`src/design/text_console_cell_buffer_core_macros.svh`:
```
// assertion macros for the console cell buffer
`ifndef TEXT_CONSOLE_CELL_BUFFER_CORE_MACROS_SVH
`define TEXT_CONSOLE_CELL_BUFFER_CORE_MACROS_SVH

// same-cycle implication under clk and rst_n
`define TCCB_ASSERT_NOW(label, ante, cons, msg) \
  label: assert property (@(posedge clk) disable iff (!rst_n) (ante) |-> (cons)) \
    else $error(msg);

// next-cycle implication under clk and rst_n
`define TCCB_ASSERT_NEXT(label, ante, cons, msg) \
  label: assert property (@(posedge clk) disable iff (!rst_n) (ante) |=> (cons)) \
    else $error(msg);

`endif

```
`src/design/tccb_pkg.sv`:
```
// shared types and constants for the console cell buffer
package tccb_pkg;

  localparam int COLUMNS_DEF = 80;
  localparam int ROWS_DEF    = 20;

  localparam logic       KIND_PUT  = 1'b0;
  localparam logic       KIND_READ = 1'b1;

  localparam logic [7:0] CH_BS     = 8'd8;
  localparam logic [7:0] CH_TAB    = 8'd9;
  localparam logic [7:0] CH_LF     = 8'd10;
  localparam logic [7:0] CH_CR     = 8'd13;
  localparam logic [7:0] BLANK     = 8'h20;
  localparam logic [2:0] TAB_STOP  = 3'd4;

  typedef struct packed {
    logic       kind;
    logic [7:0] char_code;
    logic [4:0] read_row;
    logic [6:0] read_col;
  } in_item_t;

  typedef struct packed {
    logic [7:0] cell_char;
    logic [6:0] cursor_col;
    logic [4:0] cursor_row;
  } out_item_t;

  typedef struct packed {
    logic wr_en;
    logic rd_en;
  } ram_ctl_t;

endpackage

```
`src/design/tccb_addr_unit.sv`:
```
// shared address unit: rotates a screen row by the scroll offset and forms the cell address
module tccb_addr_unit import tccb_pkg::*; #(
  parameter int COLUMNS = COLUMNS_DEF,
  parameter int ROWS    = ROWS_DEF,
  parameter int ROW_W   = $clog2(ROWS),
  parameter int CIDX_W  = $clog2(COLUMNS),
  parameter int ADDR_W  = $clog2(ROWS * COLUMNS)
) (
  input  logic [ROW_W-1:0]  log_row,
  input  logic [ROW_W-1:0]  top_row,
  input  logic [CIDX_W-1:0] col_idx,
  output logic [ROW_W-1:0]  phys_row,
  output logic [ADDR_W-1:0] addr
);

  logic [ROW_W:0] row_sum;

  always_comb begin
    row_sum = {1'b0, log_row} + {1'b0, top_row};
    if (row_sum >= (ROW_W + 1)'(ROWS)) begin
      row_sum = row_sum - (ROW_W + 1)'(ROWS);
    end
    phys_row = row_sum[ROW_W-1:0];
    addr     = ADDR_W'(phys_row) * ADDR_W'(COLUMNS) + ADDR_W'(col_idx);
  end

endmodule

```
`config.mk`:
```
export PLATFORM = sky130hd
export DESIGN_NAME = tccb_addr_unit
export DESIGN_NICKNAME = d
export VERILOG_FILES = /design/src/design/text_console_cell_buffer_core_macros.svh /design/src/design/tccb_pkg.sv /design/src/design/tccb_addr_unit.sv
export SDC_FILE = /design/constraint.sdc
export NUM_CORES = 1
export LEC_CHECK = 0
export BUFFER_PORTS_ARGS = -buffer_cell sky130_fd_sc_hd__buf_4
export CORE_UTILIZATION = 33
export DETAILED_ROUTE_END_ITERATION = 12
export PLACE_DENSITY = 0.63
export SLEW_MARGIN = 5
export SYNTH_ARGS = -nofsm -noshare
export SYNTH_HDL_FRONTEND = slang
export SYNTH_SLANG_ARGS = --single-unit
```
`constraint.sdc`:
```
create_clock -name vclk -period 7.2
set_input_delay 1.44 -clock vclk [all_inputs]
set_output_delay 1.44 -clock vclk [all_outputs]
set_load 0.02 [all_outputs]
```
-- After elaboration in Yosys (flattened, before gate mapping)
Index checks and enable logic that the tools add are counted.
- input port bits: 17
- logic and storage cells: 6
- output and inout bits: 16
- register bits: 0
- $mul: 1
- magnitude comparators: 1
- $add $sub $neg: 3
- mux-type cells: 1
- operator list (cell ; number):
    adder 11 x 7 -> 11 bit ; 1
    multiplier 5 x 3 -> 7 bit (second input constant) ; 1
    adder 5 x 5 -> 6 bit ; 1
    greater-or-equal comparator 6 x 5 -> 1 bit (second input constant) ; 1
    two-way mux 5 bit ; 1
    subtractor 5 bit (second input constant) ; 1

-- Logic depth before layout (Yosys ltp)
Gate-level depths: netlist of the first run.
- depth after elaboration: 5
- depth in mapped cells: 15
- gate-level depth less buffers: 15

-- Worst setup path after synthesis of the first run
OpenSTA, ideal clock, no wires.
- path kind: input-to-output
- start point: input port log_row[0]
- end point: output port addr[10]
- data arrival time: 5140 ps
- required time: 5760 ps
- stages: 15
- path buffers: 0
- setup slack: 620 ps
- cells stage by stage: ha_1 inv_1 fa_1 xnor2_1 inv_1 ha_1 o221ai_1 mux2i_1 ha_1 ha_1 fa_1 xor2_1 o2111ai_1 xnor2_1 xnor2_1
- longest elaborated chain between the ends: 5
- elaborated cells on any way between the ends: 6
- classes of those cells: add/sub (3); mul (1); order compare (1); mux (1)
- RTL lines (element ; RTL line ; text):
    from (decl) ; tccb_addr_unit.sv:9 ; input logic [ROW_W-1:0] log_row,
    adder 5 x 5 -> 6 bit * ; tccb_addr_unit.sv:19 ; row_sum = {1'b0, log_row} + {1'b0, top_row};
    subtractor 5 bit or greater-or-equal comparator 6 x 5 -> 1 bit (tied branches) ; tccb_addr_unit.sv:21, tccb_addr_unit.sv:20 ;
    two-way mux 5 bit * ; tccb_addr_unit.sv:20 ; if (row_sum >= (ROW_W + 1)'(ROWS)) begin
    net phys_row[3] ; tccb_addr_unit.sv:12 ; output logic [ROW_W-1:0] phys_row,
    multiplier 5 x 3 -> 7 bit * ; tccb_addr_unit.sv:24 ; addr = ADDR_W'(phys_row) * ADDR_W'(COLUMNS) + ADDR_W'(col_idx);
    adder 11 x 7 -> 11 bit * ; tccb_addr_unit.sv:24 ;
    to (decl) ; tccb_addr_unit.sv:13 ; output logic [ADDR_W-1:0] addr
Mark *: on every way through the listed nets, which the timed path passes. The rest lies on a longest branch.

-- Worst setup path after layout of the first run
- start point: input port log_row[0]
- end point: output port addr[10]
- longest elaborated chain between the ends: 5
- elaborated cells on any way between the ends: 6
- classes of those cells: add/sub (3); mul (1); order compare (1); mux (1)
- RTL lines (element ; RTL line):
    adder 5 x 5 -> 6 bit * ; tccb_addr_unit.sv:19
    subtractor 5 bit or greater-or-equal comparator 6 x 5 -> 1 bit (tied branches) ; tccb_addr_unit.sv:21, tccb_addr_unit.sv:20
    two-way mux 5 bit * ; tccb_addr_unit.sv:20
    multiplier 5 x 3 -> 7 bit * ; tccb_addr_unit.sv:24
    adder 11 x 7 -> 11 bit * ; tccb_addr_unit.sv:24
Mark *: on every way between the ends. The rest lies on a longest branch, timed or not.

==> impl_metrics.toml, run 1 <==
[placed_design]
io_buffers = 25
dpl.hpwl_um = 1050
gp_congestion = 0.751
dp.cells = 117
place_area_um2 = 803

[route]
routed_wl_um = 1140
vias_per_cell = 4.66
dr.pass1.iters = 4
first_iter_violations = 7
drc_errors = 0
num_vias = 545
ant_nets = 0
wire_per_inst_um = 9.75

[logic_synthesis]
syn_area_um2 = 619
syn_nets = 107
syn_avg_cell_area_um2 = 8.60
ys.warnings.count = 0
ys_seq_area_share_pct = 0
postSynthCellCount = 72
yosysUniqueCellTypes = 28

[floorplanning]
chipHeight_um = 45.3
core_um2 = 1750
die_x_um = 45.3
die_area_um2 = 2050
ios = 33
initial_core_util_pct = 35.5
fp-row-count = 15

[power_and_ir_drop]
p_leak_uw = 0.000424
cellPowerDensity_nw_per_um2 = 350
vdd_drop_max_mv = 0.189
finalPower_uw = 282

[final_layout]
num-fill-cells = 187
synthToLayoutAreaGrowth_pct = 29.7
layout.area.seq_um2 = 0
diodes = 0
finalNetCount = 129
final_area_um2 = 803
finalNonFillerCells = 117
flops_and_latches = 0
layout-drive-gt1-share_pct = 31.5
clkbuf_count = 0

[cts]
ctsHoldBuffers = 0
post_cts_buffers = 0
cts_resized = 0

[sta]
setup_viol = 0
rsz0062_at_grt = "no"
max_freq_mhz = 152
min_period_ns = 6.60
slew_headroom_pct = 78.1
final.setup.tns_ns = 0
maxSlewViolCount = 0
hold_violations = 0
post-route-period-util_pct = 91.6
tightest_slew_ns = 0.319

[critical_path]
startpoint_type = "input pin"
crit_arrival_ns = 5.16
worstPathRequired_ns = 5.76
cp_max_fo = 4
crit_type = "in -> out"
cp-end-kind = "output pin"

[hold_path]
hold_class = "in -> out"
hold_depth = 0

[status]
outcome = "finished, final reports clean"

[global_route]
first_global_vias = 498
overflow = 0
grt_start_max_net_pins = 7
track_usage_pct = 12.4
antenna_found_initial = 0
grt_pass1_wl_um = 2010

[run]
maxCapViolCount = 0
[cell usage in the layout, fill, tap and decap left out]
master / n
ha_1: 15
nand2_1: 1
nand2b_2: 1
xor2_1: 3
o2111ai_1: 1
nand4_1: 1
a21o_1: 3
buf_4: 25
inv_1: 8
fa_1: 3
nor2_1: 4
a21boi_0: 1
and3_1: 1
nor2b_1: 1
xnor2_2: 1
a21oi_2: 1
nand4b_1: 1
mux2_4: 1
a21oi_1: 5
a31oi_1: 1
o21ai_0: 1
nand3_1: 1
o211ai_1: 1
mux2i_1: 2
or2b_1: 1
xnor2_1: 7
o221ai_1: 1
[metrics by stage]
stage	util (%)	hold slack (ns)	worst slack [ns]
after global routing	46.0	2.88	0.242
after detailed placement	46.0	2.88	0.574
after global placement	46.0	2.88	0.612
final	46.0	2.88	0.602
after CTS	46.0	2.88	0.542
after floorplan	-	2.99	0.620
[final cells by class]
type / instances / area [µm²] / area share [%]
multi-input cells: 59 / 554 / 69.0
repair buffers: 25 / 188 / 23.4
inverters: 8 / 30.0 / 3.74
well taps: 25 / 31.3 / 3.89
[path summary, 6_finish.rpt]
check,start,end
worst min-delay path,col_idx[1],addr[1]
worst max-delay path,log_row[0],addr[10]
[cells in the mapped netlist (2+ instances only)]
library cell	instances	share of area, %
a21o_1	3	3.6
a21oi_1	5	4.0
buf_4	4	4.8
fa_1	3	9.7
ha_1	15	30
inv_1	8	4.8
mux2i_1	2	3.2
nor2_1	4	2.4
xnor2_1	7	9.9
xor2_1	3	4.2
[metal layers]
layer,GRT usage (%),wire length [µm],share of wire (%),up-vias
li1,-,-,-,291
met1,16.3,498,44,237
met2,23.8,576,50,17
met3,0,65,5.7,0
met4,0,0,0,0
met5,0,0,0,-
[where the power goes]
group	leakage, µW	total [µW]	switching [µW]	internal (µW)
clock network	0	0	0	0
registers	0	0	0	0
logic	0.000424	282	151	130
[logic make-up after synthesis]
group	Yosys count	share of synthesized area, %
fa+ha+maj	18	40.0
xor+xnor	11	16.8
buf+inv	13	10.5
mux	3	5.66
simple gates	12	10.9
compound gates	15	16.2
[critical path, cell delays in order]
cell and delay [ns]:
buf_4 0.08, ha_1 0.16, inv_1 0.06, fa_1 0.39, xnor2_1 0.26, inv_1 0.09, ha_1 0.24, o221ai_1 0.27
mux2i_1 0.37, ha_1 0.30, ha_1 0.23, fa_1 0.38, xor2_1 0.21, o2111ai_1 0.17, xnor2_1 0.20, xnor2_1 0.14
buf_4 0.16
No activity file was read; power rests on OpenSTA's default activity.
==> run 2: changes to the inputs <==
--- a/config.mk
+++ b/config.mk
@@ -5,10 +5,12 @@
 export SDC_FILE = /design/constraint.sdc
 export NUM_CORES = 1
 export LEC_CHECK = 0
+export ABC_AREA = 1
 export BUFFER_PORTS_ARGS = -buffer_cell sky130_fd_sc_hd__buf_4
+export CAP_MARGIN = 5
 export CORE_UTILIZATION = 33
 export DETAILED_ROUTE_END_ITERATION = 12
-export PLACE_DENSITY = 0.63
+export PLACE_DENSITY = 0.61
 export SLEW_MARGIN = 5
 export SYNTH_ARGS = -nofsm -noshare
 export SYNTH_HDL_FRONTEND = slang
==> run 2 against run 1 <==
Cell count increased by 33%; die area increased by 14%; hold slack unchanged; critical endpoint unchanged; largest cell class unchanged.
==> impl_metrics.toml, run 2 <==
[critical_path]
crit_path_max_incr_delay_ns = 0.54
crit_family = "adder cells"
startpoint_type = "input pin"
crit_type = "in -> out"
worstPathRequired_ns = 5.76
cpMaxStageDelayCell = "fa_1"
crit_start = "log_row[0]"
crit_top_cell = "nand2_1"
path_cells = "buf_4 > ha_1 > inv_1 > fa_1 > inv_1 > or2_1 > nor2_4 > nand3_2 > nand2_2 > nand2_2 > nand2_1 > nand2_1 > ha_1 > ha_1 > fa_1 > nand2_1 > inv_1 > nand3_1 > xor2_1 > inv_1 > nand2_1 > nand2_1 > buf_4"
crit_arrival_ns = 4.91
cp-end-kind = "output pin"
cp_max_fo = 4
path_buf_inv = 6

[final_layout]
flops_and_latches = 0
diodes = 0
final_cell_mix = "nand2_1, buf_4, inv_1"
synthToLayoutAreaGrowth_pct = 27.0
clkbuf_count = 0
finalNetCount = 166
multi_input_area_um2 = 588
layout_commonest_cell = "nand2_1"
layout.area.seq_um2 = 0
num-fill-cells = 211
layout-drive-gt1-share_pct = 28.7

[placed_design]
place_ws_ns = 0.820
dpl.hpwl_um = 1340
gp_congestion = 0.802
io_buffers = 25

[power_and_ir_drop]
finalPower_uw = 247
vdd_drop_max_mv = 0.159
cellPowerDensity_nw_per_um2 = 274
p_leak_uw = 0.000551

[route]
ant_nets = 0
wire_per_inst_um = 9.27
drc_errors = 0
num_vias = 711
dr.pass1.iters = 4
first_iter_violations = 9
vias_per_cell = 4.56
routed_wl_um = 1450

[sta]
slew_headroom_pct = 84.3
max_freq_mhz = 158
hold_violations = 0
worst_slack_ns = 0.854
maxSlewViolCount = 0
post-route-period-util_pct = 88.1
setup_viol = 0
tightest_slew_ns = 0.236
final.setup.tns_ns = 0
rsz0062_at_grt = "no"
min_period_ns = 6.35

[logic_synthesis]
synth_top_area_share_pct = 26.5
synth.largest_area_cell = "ha_1"
syn_nets = 143
synth_area_leaders = "ha_1, nand2_1, inv_1, fa_1, nand3_1"
ys.warnings.count = 0
ys_seq_area_share_pct = 0
postSynthCellCount = 108
ys_top_cells_by_count = "nand2_1, inv_1, ha_1, nand3_1, nand2_2"
yosysUniqueCellTypes = 17
yosysMostFrequentCell = "nand2_1"
syn_area_um2 = 708
syn_avg_cell_area_um2 = 6.56

[cts]
ctsHoldBuffers = 0
cts_resized = 0
post_cts_buffers = 0

[global_route]
first_global_vias = 635
grtUsageMet2_pct = 22.3
overflow = 0
track_usage_pct = 12.9
grt_start_max_net_pins = 7
antenna_found_initial = 0
grt.busiest_layer = "met2"
grt_pass1_wl_um = 2560
use_met3_pct = 0.629
use_met1_pct = 17.9

[floorplanning]
core_um2 = 1980
die_x_um = 48.3
initial_core_util_pct = 35.7
ios = 33
fp-row-count = 16
chipHeight_um = 48.3
die_area_um2 = 2340

[hold_path]
hold_class = "in -> out"
hp-start = "col_idx[3]"
hold_depth = 0
hold_path_end = "addr[3]"

[status]
outcome = "finished, final reports clean"

[run]
maxCapViolCount = 0
[run 2: worst max path at each step]
| stage | end | slack [ns] | cells after the start |
|---|---|---|---|
| after global routing | addr[10] | 0.54 | 22 |
| after CTS | addr[10] | 0.81 | 23 |
| after global placement | addr[10] | 0.91 | 23 |
| after detailed placement | addr[10] | 0.82 | 23 |
| final | addr[10] | 0.85 | 23 |
| after floorplan | addr[10] | 1.04 | 20 |
[run 2: logic make-up after synthesis]
kind of cell,count (synthesis),synth area share [%]
buffers and inverters,28,17.0
XOR/XNOR,5,6.18
AND/OR/NAND/NOR,51,36.4
AO/OA/AOI/OAI,6,5.48
adder cells (fa/ha/maj),18,35.0
[run 2: metal layers]
layer / vias to the layer above / wire length, µm
met2: 23 / 677
li1: 377 / -
met4: 0 / 19
met1: 309 / 665
met3: 2 / 84
met5: - / 0
[run 2: layout make-up]
| cell class | count | share of cell area, % |
|---|---|---|
| Multi-Input combinational cell | 80 | 65.4 |
| Inverter | 24 | 10.0 |
| Timing Repair Buffer | 25 | 20.9 |
| Tap cell | 27 | 3.76 |
[run 2: metrics by stage]
stage	std cells	hold WS, ns	utilization (%)	cell area [µm²]
after floorplan	108	2.99	-	708
after global placement	156	2.88	45.4	900
after detailed placement	156	2.88	45.4	900
after CTS	156	2.88	45.4	900
after global routing	156	2.88	45.4	900
final	156	2.88	45.4	900
[run 2: power by group]
group | switching, µW | internal (µW) | total, µW
Clock | 0 | 0 | 0
Sequential | 0 | 0 | 0
Combinational | 140 | 106 | 247
Total | 140 | 106 | 247
